**src/hw/rtl/lsmn_pkg.sv**
```systemverilog
// Package for the line sensor min/max normalizer.
// Holds the shared constants and the operation codes used by the front and back ends.
// No dependencies.
package lsmn_pkg;

  localparam int NUM_IN_CH       = 5;
  localparam int DEF_CHANNELS    = 5;
  localparam int DEF_SAMPLE_BITS = 12;
  localparam int FULL_SCALE      = 1000;
  localparam int LEVEL_BITS      = 10;
  localparam int MODE_BITS       = 2;
  localparam int QUEUE_DEPTH     = 2;

  typedef enum logic [MODE_BITS-1:0] {
    OP_CLEAR   = 2'd0,
    OP_CAL     = 2'd1,
    OP_MEASURE = 2'd2,
    OP_NOP     = 2'd3
  } op_t;

endpackage

```
**src/hw/rtl/lsmn_front.sv**
```systemverilog
// Front end of the normalizer: accepts input transfers and classifies them.
// Drops no-operation items and packs the rest into queue entries.
// Depends on lsmn_pkg.
module lsmn_front #(
  parameter int CHANNELS    = lsmn_pkg::DEF_CHANNELS,
  parameter int SAMPLE_BITS = lsmn_pkg::DEF_SAMPLE_BITS,
  parameter int WIDTH       = lsmn_pkg::MODE_BITS + 2 * CHANNELS * SAMPLE_BITS
) (
  input  logic                         in_valid,
  output logic                         in_stall,
  input  logic [lsmn_pkg::MODE_BITS-1:0] mode,
  input  logic [SAMPLE_BITS-1:0]       first  [lsmn_pkg::NUM_IN_CH],
  input  logic [SAMPLE_BITS-1:0]       second [lsmn_pkg::NUM_IN_CH],
  input  logic                         q_full,
  output logic                         q_push,
  output logic [WIDTH-1:0]             q_data
);
  import lsmn_pkg::*;

  op_t op;

  assign op       = op_t'(mode);
  assign in_stall = q_full;
  assign q_push   = in_valid && !q_full && (op != OP_NOP);

  always_comb begin
    q_data = '0;
    q_data[MODE_BITS-1:0] = op;
    for (int c = 0; c < CHANNELS; c++) begin
      q_data[MODE_BITS + c * SAMPLE_BITS +: SAMPLE_BITS]              = first[c];
      q_data[MODE_BITS + (CHANNELS + c) * SAMPLE_BITS +: SAMPLE_BITS] = second[c];
    end
  end

endmodule

```
**src/hw/rtl/lsmn_queue.sv**
```systemverilog
// Short first-in first-out queue between the front and back ends.
// Generic in width and depth; holds entries in registers.
// Depends on lsmn_pkg for its default depth.
module lsmn_queue #(
  parameter int WIDTH = 8,
  parameter int DEPTH = lsmn_pkg::QUEUE_DEPTH
) (
  input  logic             clk,
  input  logic             rst,
  input  logic             push,
  input  logic [WIDTH-1:0] push_data,
  output logic             full,
  input  logic             pop,
  output logic [WIDTH-1:0] pop_data,
  output logic             empty
);
  import lsmn_pkg::*;

  localparam int AW = (DEPTH > 1) ? $clog2(DEPTH) : 1;
  localparam int CW = $clog2(DEPTH + 1);

  logic [WIDTH-1:0] mem [DEPTH];
  logic [AW-1:0]    wr_ptr;
  logic [AW-1:0]    rd_ptr;
  logic [CW-1:0]    count;
  logic             do_push;
  logic             do_pop;

  assign full     = (count == CW'(DEPTH));
  assign empty    = (count == '0);
  assign do_push  = push && !full;
  assign do_pop   = pop && !empty;
  assign pop_data = mem[rd_ptr];

  always_ff @(posedge clk) begin
    if (do_push) begin
      mem[wr_ptr] <= push_data;
    end
  end

  always_ff @(posedge clk) begin
    if (rst) begin
      wr_ptr <= '0;
      rd_ptr <= '0;
      count  <= '0;
    end else begin
      if (do_push) begin
        wr_ptr <= (wr_ptr == AW'(DEPTH - 1)) ? '0 : wr_ptr + 1'b1;
      end
      if (do_pop) begin
        rd_ptr <= (rd_ptr == AW'(DEPTH - 1)) ? '0 : rd_ptr + 1'b1;
      end
      if (do_push && !do_pop) begin
        count <= count + 1'b1;
      end else if (do_pop && !do_push) begin
        count <= count - 1'b1;
      end
    end
  end

endmodule

```
**src/hw/rtl/lsmn_back.sv**
```systemverilog
// Back end of the normalizer: holds the calibration window of each channel and
// carries out clear, calibration and measurement entries taken from the queue.
// Depends on lsmn_pkg.
module lsmn_back #(
  parameter int CHANNELS    = lsmn_pkg::DEF_CHANNELS,
  parameter int SAMPLE_BITS = lsmn_pkg::DEF_SAMPLE_BITS,
  parameter int WIDTH       = lsmn_pkg::MODE_BITS + 2 * CHANNELS * SAMPLE_BITS
) (
  input  logic                          clk,
  input  logic                          rst,
  input  logic [WIDTH-1:0]              q_data,
  input  logic                          q_empty,
  output logic                          q_pop,
  output logic                          out_valid,
  input  logic                          out_stall,
  output logic [lsmn_pkg::LEVEL_BITS-1:0] level [lsmn_pkg::NUM_IN_CH]
);
  import lsmn_pkg::*;

  localparam int SB    = SAMPLE_BITS;
  localparam int NW    = SB + LEVEL_BITS;
  localparam int DW    = SB + LEVEL_BITS - 1;
  localparam int LANES = 2 * CHANNELS;
  localparam int CW    = $clog2(LEVEL_BITS);
  localparam logic [SB:0] EMPTY_MIN = {1'b1, {SB{1'b0}}};

  typedef enum logic [2:0] {
    S_IDLE,
    S_PREP,
    S_MUL,
    S_DIV,
    S_DONE
  } state_t;

  state_t          state;
  logic [CW-1:0]   cnt;
  logic [SB:0]     chan_min  [CHANNELS];
  logic [SB-1:0]   chan_max  [CHANNELS];
  logic [SB-1:0]   samp      [LANES];
  logic [SB-1:0]   diff      [LANES];
  logic [NW-1:0]   num       [LANES];
  logic [DW-1:0]   dsh       [LANES];
  logic [LEVEL_BITS-1:0] quo [LANES];

  op_t             q_op;
  logic [SB-1:0]   q_samp    [LANES];
  logic [SB-1:0]   diff_next [LANES];
  logic [SB-1:0]   span_next [LANES];
  logic            ge        [LANES];
  logic [LEVEL_BITS:0] sum   [NUM_IN_CH];

  assign q_op  = op_t'(q_data[MODE_BITS-1:0]);
  assign q_pop = (state == S_IDLE) && !q_empty;

  for (genvar l = 0; l < LANES; l++) begin : g_lane
    localparam int CH = (l < CHANNELS) ? l : l - CHANNELS;
    logic          win_ok;
    logic [SB-1:0] lo;
    logic [SB-1:0] xc;

    assign q_samp[l] = q_data[MODE_BITS + l * SB +: SB];
    assign win_ok    = {1'b0, chan_max[CH]} > chan_min[CH];
    assign lo        = chan_min[CH][SB-1:0];

    always_comb begin
      if (samp[l] < lo) begin
        xc = lo;
      end else if (samp[l] > chan_max[CH]) begin
        xc = chan_max[CH];
      end else begin
        xc = samp[l];
      end
      diff_next[l] = win_ok ? xc - lo : '0;
      span_next[l] = win_ok ? chan_max[CH] - lo : SB'(1);
    end

    assign ge[l] = num[l] >= {1'b0, dsh[l]};
  end

  for (genvar c = 0; c < NUM_IN_CH; c++) begin : g_sum
    if (c < CHANNELS) begin : g_used
      assign sum[c] = {1'b0, quo[c]} + {1'b0, quo[c + CHANNELS]};
    end else begin : g_unused
      assign sum[c] = '0;
    end
  end

  always_ff @(posedge clk) begin
    if (rst) begin
      state     <= S_IDLE;
      cnt       <= '0;
      out_valid <= 1'b0;
      for (int c = 0; c < CHANNELS; c++) begin
        chan_min[c] <= EMPTY_MIN;
        chan_max[c] <= '0;
      end
    end else begin
      if (out_valid && !out_stall && (state != S_DONE)) begin
        out_valid <= 1'b0;
      end
      case (state)
        S_IDLE: begin
          if (!q_empty) begin
            case (q_op)
              OP_CLEAR: begin
                for (int c = 0; c < CHANNELS; c++) begin
                  chan_min[c] <= EMPTY_MIN;
                  chan_max[c] <= '0;
                end
              end
              OP_CAL: begin
                for (int c = 0; c < CHANNELS; c++) begin
                  if (chan_max[c] < q_samp[c]) begin
                    chan_max[c] <= q_samp[c];
                  end
                  if (chan_min[c] > {1'b0, q_samp[c]}) begin
                    chan_min[c] <= {1'b0, q_samp[c]};
                  end
                end
              end
              OP_MEASURE: begin
                samp  <= q_samp;
                state <= S_PREP;
              end
              default: begin
              end
            endcase
          end
        end
        S_PREP: begin
          for (int l = 0; l < LANES; l++) begin
            diff[l] <= diff_next[l];
            dsh[l]  <= {span_next[l], {(LEVEL_BITS - 1){1'b0}}};
          end
          state <= S_MUL;
        end
        S_MUL: begin
          for (int l = 0; l < LANES; l++) begin
            num[l] <= NW'(diff[l]) * NW'(FULL_SCALE);
            quo[l] <= '0;
          end
          cnt   <= CW'(LEVEL_BITS - 1);
          state <= S_DIV;
        end
        S_DIV: begin
          for (int l = 0; l < LANES; l++) begin
            if (ge[l]) begin
              num[l] <= num[l] - {1'b0, dsh[l]};
            end
            quo[l] <= {quo[l][LEVEL_BITS-2:0], ge[l]};
            dsh[l] <= dsh[l] >> 1;
          end
          cnt <= cnt - 1'b1;
          if (cnt == '0) begin
            state <= S_DONE;
          end
        end
        S_DONE: begin
          if (!out_valid || !out_stall) begin
            out_valid <= 1'b1;
            for (int c = 0; c < NUM_IN_CH; c++) begin
              level[c] <= sum[c][LEVEL_BITS:1];
            end
            state <= S_IDLE;
          end
        end
        default: begin
          state <= S_IDLE;
        end
      endcase
    end
  end

endmodule

```
**src/hw/rtl/line_sensor_minmax_normalizer.sv**
```systemverilog
// Top level of the line sensor min/max normalizer.
// Instantiates lsmn_front, lsmn_queue and lsmn_back; depends on lsmn_pkg.
//
// Each input transfer carries a mode and two sets of raw reflectance samples. A clear
// empties every channel's calibration window, a calibration sample widens it with the
// first set, and a measurement scales both sets to 0..1000 within the window and returns
// the floored average per channel as one result transfer; no-operation items are dropped
// at the front. Items pass through a two-entry queue, so the input keeps taking
// transfers while the queue has room, also while the back end works or the output is
// stalled. A clear or calibration item is carried out in the idle state. A measurement
// passes the prepare, multiply and divide states, the last driving the ten-step restoring
// divider in each of the ten sample lanes, and waits in the done state while stalled.
module line_sensor_minmax_normalizer #(
  parameter int CHANNELS    = lsmn_pkg::DEF_CHANNELS,
  parameter int SAMPLE_BITS = lsmn_pkg::DEF_SAMPLE_BITS
) (
  input  logic                           clk,
  input  logic                           rst,
  input  logic                           in_valid,
  output logic                           in_stall,
  input  logic [lsmn_pkg::MODE_BITS-1:0] mode,
  input  logic [SAMPLE_BITS-1:0]         first_ch0,
  input  logic [SAMPLE_BITS-1:0]         first_ch1,
  input  logic [SAMPLE_BITS-1:0]         first_ch2,
  input  logic [SAMPLE_BITS-1:0]         first_ch3,
  input  logic [SAMPLE_BITS-1:0]         first_ch4,
  input  logic [SAMPLE_BITS-1:0]         second_ch0,
  input  logic [SAMPLE_BITS-1:0]         second_ch1,
  input  logic [SAMPLE_BITS-1:0]         second_ch2,
  input  logic [SAMPLE_BITS-1:0]         second_ch3,
  input  logic [SAMPLE_BITS-1:0]         second_ch4,
  output logic                           out_valid,
  input  logic                           out_stall,
  output logic [lsmn_pkg::LEVEL_BITS-1:0] level_ch0,
  output logic [lsmn_pkg::LEVEL_BITS-1:0] level_ch1,
  output logic [lsmn_pkg::LEVEL_BITS-1:0] level_ch2,
  output logic [lsmn_pkg::LEVEL_BITS-1:0] level_ch3,
  output logic [lsmn_pkg::LEVEL_BITS-1:0] level_ch4
);
  import lsmn_pkg::*;

  localparam int WIDTH = MODE_BITS + 2 * CHANNELS * SAMPLE_BITS;

  logic [SAMPLE_BITS-1:0] first  [NUM_IN_CH];
  logic [SAMPLE_BITS-1:0] second [NUM_IN_CH];
  logic [LEVEL_BITS-1:0]  level  [NUM_IN_CH];
  logic                   q_full;
  logic                   q_push;
  logic [WIDTH-1:0]       q_push_data;
  logic                   q_pop;
  logic [WIDTH-1:0]       q_pop_data;
  logic                   q_empty;

  assign first[0]  = first_ch0;
  assign first[1]  = first_ch1;
  assign first[2]  = first_ch2;
  assign first[3]  = first_ch3;
  assign first[4]  = first_ch4;
  assign second[0] = second_ch0;
  assign second[1] = second_ch1;
  assign second[2] = second_ch2;
  assign second[3] = second_ch3;
  assign second[4] = second_ch4;

  assign level_ch0 = level[0];
  assign level_ch1 = level[1];
  assign level_ch2 = level[2];
  assign level_ch3 = level[3];
  assign level_ch4 = level[4];

  lsmn_front #(
    .CHANNELS    (CHANNELS),
    .SAMPLE_BITS (SAMPLE_BITS),
    .WIDTH       (WIDTH)
  ) u_front (
    .in_valid (in_valid),
    .in_stall (in_stall),
    .mode     (mode),
    .first    (first),
    .second   (second),
    .q_full   (q_full),
    .q_push   (q_push),
    .q_data   (q_push_data)
  );

  lsmn_queue #(
    .WIDTH (WIDTH),
    .DEPTH (QUEUE_DEPTH)
  ) u_queue (
    .clk       (clk),
    .rst       (rst),
    .push      (q_push),
    .push_data (q_push_data),
    .full      (q_full),
    .pop       (q_pop),
    .pop_data  (q_pop_data),
    .empty     (q_empty)
  );

  lsmn_back #(
    .CHANNELS    (CHANNELS),
    .SAMPLE_BITS (SAMPLE_BITS),
    .WIDTH       (WIDTH)
  ) u_back (
    .clk       (clk),
    .rst       (rst),
    .q_data    (q_pop_data),
    .q_empty   (q_empty),
    .q_pop     (q_pop),
    .out_valid (out_valid),
    .out_stall (out_stall),
    .level     (level)
  );

endmodule

```
**config.mk**
```make
export PLATFORM = sky130hd
export DESIGN_NAME = line_sensor_minmax_normalizer
export DESIGN_NICKNAME = d
export VERILOG_FILES = /design/src/hw/rtl/lsmn_pkg.sv /design/src/hw/rtl/lsmn_front.sv /design/src/hw/rtl/lsmn_queue.sv /design/src/hw/rtl/lsmn_back.sv /design/src/hw/rtl/line_sensor_minmax_normalizer.sv
export SDC_FILE = /design/constraint.sdc
export NUM_CORES = 2
export LEC_CHECK = 0
export BUFFER_PORTS_ARGS = -buffer_cell sky130_fd_sc_hd__buf_2
export CAP_MARGIN = 15
export CELL_PAD_IN_SITES_DETAIL_PLACEMENT = 0
export CELL_PAD_IN_SITES_GLOBAL_PLACEMENT = 1
export CORE_MARGIN = 5
export CORE_UTILIZATION = 50
export CTS_BUF_LIST = sky130_fd_sc_hd__clkbuf_8
export CTS_CLUSTER_SIZE = 24
export DETAILED_ROUTE_END_ITERATION = 6
export PLACE_DENSITY = 0.76
export SYNTH_ARGS = -nofsm -noshare
export SYNTH_HDL_FRONTEND = slang
export SYNTH_SLANG_ARGS = --single-unit
```
**constraint.sdc**
```tcl
create_clock -name clk -period 19.5 [get_ports clk]
set_input_delay 3.9 -clock clk [delete_from_list [all_inputs] [get_ports clk]]
set_output_delay 3.9 -clock clk [all_outputs]
set_load 0.05 [all_outputs]
```
# --- Yosys cells after proc, flatten, opt, wreduce, memory -nomap -nowiden ---
# Memories as Yosys holds them, arrays and structs flattened. A register that Yosys moved wholly into a read port is not among the register bits.
# Index checks and enable logic that the tools add are counted.
classes:
  n_mux: 218
  reduce_logical: 25
  bitwise: 52
  eq_ne: 13
  n_addsub: 35
  multipliers: 10
  magnitude_cmp: 45
ops:
  columns: ["operator", "count"]
  rows:
  - ["12-bit two-way mux", 45]
  - ["22-bit by 21-bit greater-or-equal comparator with 1-bit output", 10]
  - ["22-bit two-way mux", 10]
  - ["22-bit by 21-bit subtractor with 22-bit output", 10]
  - ["21-bit two-way mux", 10]
  - ["12-bit by 7-bit multiplier with 19-bit output, second input constant", 10]
  - ["12-bit less-than comparator", 15]
  - ["12-bit subtractor", 15]
  - ["13-bit two-way mux", 10]
  - ["1-bit two-way mux", 125]
  - ["12-bit > comparator", 10]
  - ["10-bit two-way mux", 10]
  - ["12-bit by 13-bit > comparator with 1-bit output", 5]
  - ["13-bit by 12-bit > comparator with 1-bit output", 5]
  - ["10-bit by 10-bit adder with 11-bit output", 5]
  - ["1-bit OR", 50]
  - ["3-bit case mux with 5 select lines", 1]
  - ["3-bit two-way mux", 4]
  - ["1-bit logical AND", 9]
  - ["4-bit case mux with 2 select lines", 1]
  - ["4-bit AND reduction", 2]
  - ["3-bit by 2-bit == test with 1-bit output, second input constant", 2]
  - ["1-bit logical NOT", 6]
  - ["2-bit != test, second input constant", 3]
  - ["other kinds (18)", 25]
totals:
  mem_count: 7
  word_cells: 426
  ff_bits: 182
  inputBits: 126
  out_inout_bits: 52
  ramBits: 1019
mem_list:
  columns: ["memory", "depth", "width", "read_ports", "rd_clocked_by_memory_dff", "wr", "line_no", "rtl"]
  rows:
  - ["u_queue.mem", 2, 122, 1, 1, 1, "lsmn_queue.sv:22", "logic [WIDTH-1:0] mem [DEPTH];"]
  - ["u_back.num", 10, 22, 10, 0, 10, "lsmn_back.sv:41", "logic [NW-1:0] num [LANES];"]
  - ["u_back.dsh", 10, 21, 10, 0, 10, "lsmn_back.sv:42", "logic [DW-1:0] dsh [LANES];"]
  - ["u_back.diff", 10, 12, 10, 0, 10, "lsmn_back.sv:40", "logic [SB-1:0] diff [LANES];"]
  - ["u_back.quo", 10, 10, 10, 0, 10, "lsmn_back.sv:43", "logic [LEVEL_BITS-1:0] quo [LANES];"]
  - ["u_back.chan_min", 5, 13, 5, 0, 5, "lsmn_back.sv:37", "logic [SB:0] chan_min [CHANNELS];"]
  - ["1 more memories", null, null, null, null, null, null, null]

# --- Logic depth before layout (Yosys ltp) ---
depth:
  ltp_word: 9
  mapped_depth: 24
  mapped_depth_nobuf: 23

# --- Modules after synthesis ---
# From an unflattened synthesis, not the netlist that was laid out.
hier_totals:
  hier_cells: 8508
  area_unflattened_um2: 89578.4
modules_own_cells:
  columns: ["mod", "area_per_inst_um2", "seq_area_each_um2", "instances", "cells_each"]
  rows:
  - ["lsmn_back", 79283.5, 25964.9, 1, 7978]
  - ["lsmn_queue", 9355.2, 7427.1, 1, 405]
  - ["lsmn_front", 939.7, 0.0, 1, 125]

# --- Worst setup path after synthesis ---
# OpenSTA, ideal clock, no wires.
synth_path:
  path_type: "input to register"
  from: "input rst"
  to: "register u_back.samp[0] (netlist bit) (enable)"
  required_time_ps: 18564
  path_stages: 2
  setup_ps: 936
  n_path_buf: 1
  path_slack_ps: 2168
  arrival_time_ps: 16396
  path_cell_list: "buf_2 nor4b_1"
synth_via:
  elab_chain_cells: 2
synth_rtl:
  columns: ["element", "line_no", "rtl"]
  rows:
  - ["from (decl)", "line_sensor_minmax_normalizer.sv:18", "input logic rst,"]
  - ["1-bit inverter (no line)", null, null]
  - ["4-bit AND reduction (no line)", null, null]
  - ["to (signal assigned)", "lsmn_back.sv:122", "samp <= q_samp;"]
  - ["to (decl)", "lsmn_back.sv:39", "logic [SB-1:0] samp [LANES];"]
# Every way passes these cells.
# A chain may end at the register's enable or synchronous reset.

==> results.ini <==
[clock_network]
insertion_delay_ns=0.99
cts_buffers=195
cts_resized=0
htree_levels=4
clkTransAtPathRegs_ns=0.06
post-cts-setup-buffers=0
ctsHoldBuffers=0
cts_buffer_depth=3
root_buffer=clkbuf_8
clock-sinks=1118
cts_tree=done

[global_routing]
grt_pass1_vias=62900
gr-total-overflow=0
grt_start_max_net_pins=123
grt_usage_pct=22.8
antenna_found_initial=4
grt_pass1_wl_mm=341

[setup_path]
crit_path_max_fanout=69
cp-start-kind=primary input
crit_required_ns=20.05
arrival_ns=7.35
setup.worst_path.class=primary input to flop
endpoint_kind=flop

[synthesis]
netlist_instances=8501
synth_ff_type=edfxtp_1
yosysUniqueCellTypes=91
ys_ff_latch=1118
ys_warn_count=0
synth_area_um2=89900
avgSynthCellArea_um2=10.6
synth_seq_area_share_pct=37.2
syn_nets=10300
async_reset_ff_share_pct=0
synth-edff-count=1100

[sta]
hold_viol=0
worst_slew_margin_rel_pct=22.4
setup_slack_ns=12.70
fin_skew_ns=0.0748
fmax_mhz=147
drv_slew=0
setup_viol=0
fin_crit_ns=6.80
fin_hold_ws_ns=0.506
rsz0062_at_grt=false
tns_ns=0
worst_pin_slew_ns=1.13
post-route-period-util_pct=34.9

[route]
wl_per_cell_um=19.1
routed_via_density=5.54
vias=62800
drtPass1Iterations=6
drt.antenna.violating_nets=0
drt-total-wl_mm=216
drc_errors=0
drt_iter0_drc=3942

[layout]
drive_above_1_share_pct=8.74
area_growth_pct=8.82
final_cell_mix=1223 x ha_1, 1138 x inv_1, 1100 x edfxtp_1
final_common_cell=ha_1
final_nets=10600

[power_and_ir_drop]
ir_drop_mv=0.124
power_density_nw_per_um2=168
report.power.total_w=0.0164
p_leak_nw=43.0

[floorplanning]
die_h_um=434
core-area_um2=179000
initial_core_util_pct=50.3
io_pins=178
row_count=155
die_area_um2=188000
dieWidth_um=434

[place]
preCtsSetupSlack_ns=11.70
gp_congestion=0.892
port_buffers=177
place_hpwl_mm=168

[job]
maxCapViolations=0

[hold_path]
hp-class=flop to flop

[run_status]
outcome=completed

[synth_stat cells, types with 113 or more instances]
library cell | n | share of area [%]
mux2i_1 | 187 | 2.1
inv_1 | 1098 | 4.6
nor3_1 | 180 | 1.0
xnor2_1 | 292 | 2.8
nand2b_1 | 113 | 0.79
o21ai_0 | 337 | 1.9
a21o_1 | 219 | 1.8
a21oi_1 | 563 | 3.1
ha_1 | 1223 | 17
xor2_1 | 151 | 1.5
fa_1 | 410 | 9.1
nor2_1 | 699 | 2.9
edfxtp_1 | 1100 | 37
and3_1 | 128 | 0.89
nand2_1 | 367 | 1.5
[metal layers]
metal  wire (um)  global-route usage (%)
met2      103000                    38.5
met1       97700                    30.8
met3        9270                    3.08
met5           0                       0
met4        6280                    6.51
[metrics by stage]
| stage | util (%) | area, um^2 | std cells |
|---|---|---|---|
| 6_report | 54.8 | 97800 | 11300 |
| 5_1_grt | 54.8 | 97800 | 11300 |
| 4_1_cts | 54.7 | 97700 | 11300 |
| 3_5_place_dp | 52.4 | 93700 | 11000 |
| 3_3_place_gp | 52.4 | 93700 | 11000 |
| 2_1_floorplan | - | 89900 | 8501 |
[sequential cells by signal, indices dropped and copies added (netlist names), 2 cells and up, named ones only]
signal / cells
u_queue.mem: 244
u_back.num: 220
u_back.dsh: 126
u_back.diff: 120
u_back.samp: 120
u_back.quo: 100
u_back.chan_min: 65
u_back.chan_max: 60
u_back.level: 50
u_back.cnt: 4
u_back.state: 3
u_queue.count: 2
[path summary, 6_finish.rpt]
path | from | to | slack, ns | cells after the start
hold / removal | u_back.cnt[3]$_SDFFE_PP0N_ | u_back.cnt[3]$_SDFFE_PP0N_ | 0.51 | 1
setup / recovery | rst | u_back.num[0][23]$_SDFFCE_PN0P_ | 12.70 | 9
setup reg to reg | flop | u_back.chan_min[4][4]$_SDFFCE_PN0P_ | 13.81 | 12
hold reg to reg | u_back.cnt[3]$_SDFFE_PP0N_ | u_back.cnt[3]$_SDFFE_PP0N_ | 0.51 | 1
[logic make-up after synthesis]
kind of cell	synth area share (%)
AO/OA/AOI/OAI	12.4
XOR/XNOR	4.32
adder cells (fa/ha/maj)	26.2
buffers and inverters	5.45
flip-flops	37.2
multiplexers	3.42
AND/OR/NAND/NOR	11.1
[worst max-delay path, cell delays in order]
cell	delay [ns]
buf_2	0.21
nor2_1	0.25
nand2_1	0.20
inv_8	0.48
nand2_4	0.46
buf_4	0.47
a21oi_2	0.17
buf_4	0.32
nand2b_1	0.82
[final cells by class]
cell class,instances,area [um^2]
Sequential cell,1118,33400
Tap cell,2355,2950
Timing Repair Buffer,257,1530
Multi-Input combinational cell,6129,51700
Clock inverter,168,1370
Antenna cell,4,10.0
Fill cell,15700,80800
Inverter,1098,4130
Clock buffer,196,2700
[power breakdown]
| part | switching (W) | internal, W | total [W] |
|---|---|---|---|
| clock network | 0.00106 | 0.00121 | 0.00227 |
| logic | 0.00594 | 0.00439 | 0.0103 |
| registers | 0.000426 | 0.00342 | 0.00384 |
| total | 0.00743 | 0.00902 | 0.0164 |
No activity file was read; power rests on OpenSTA's default activity.
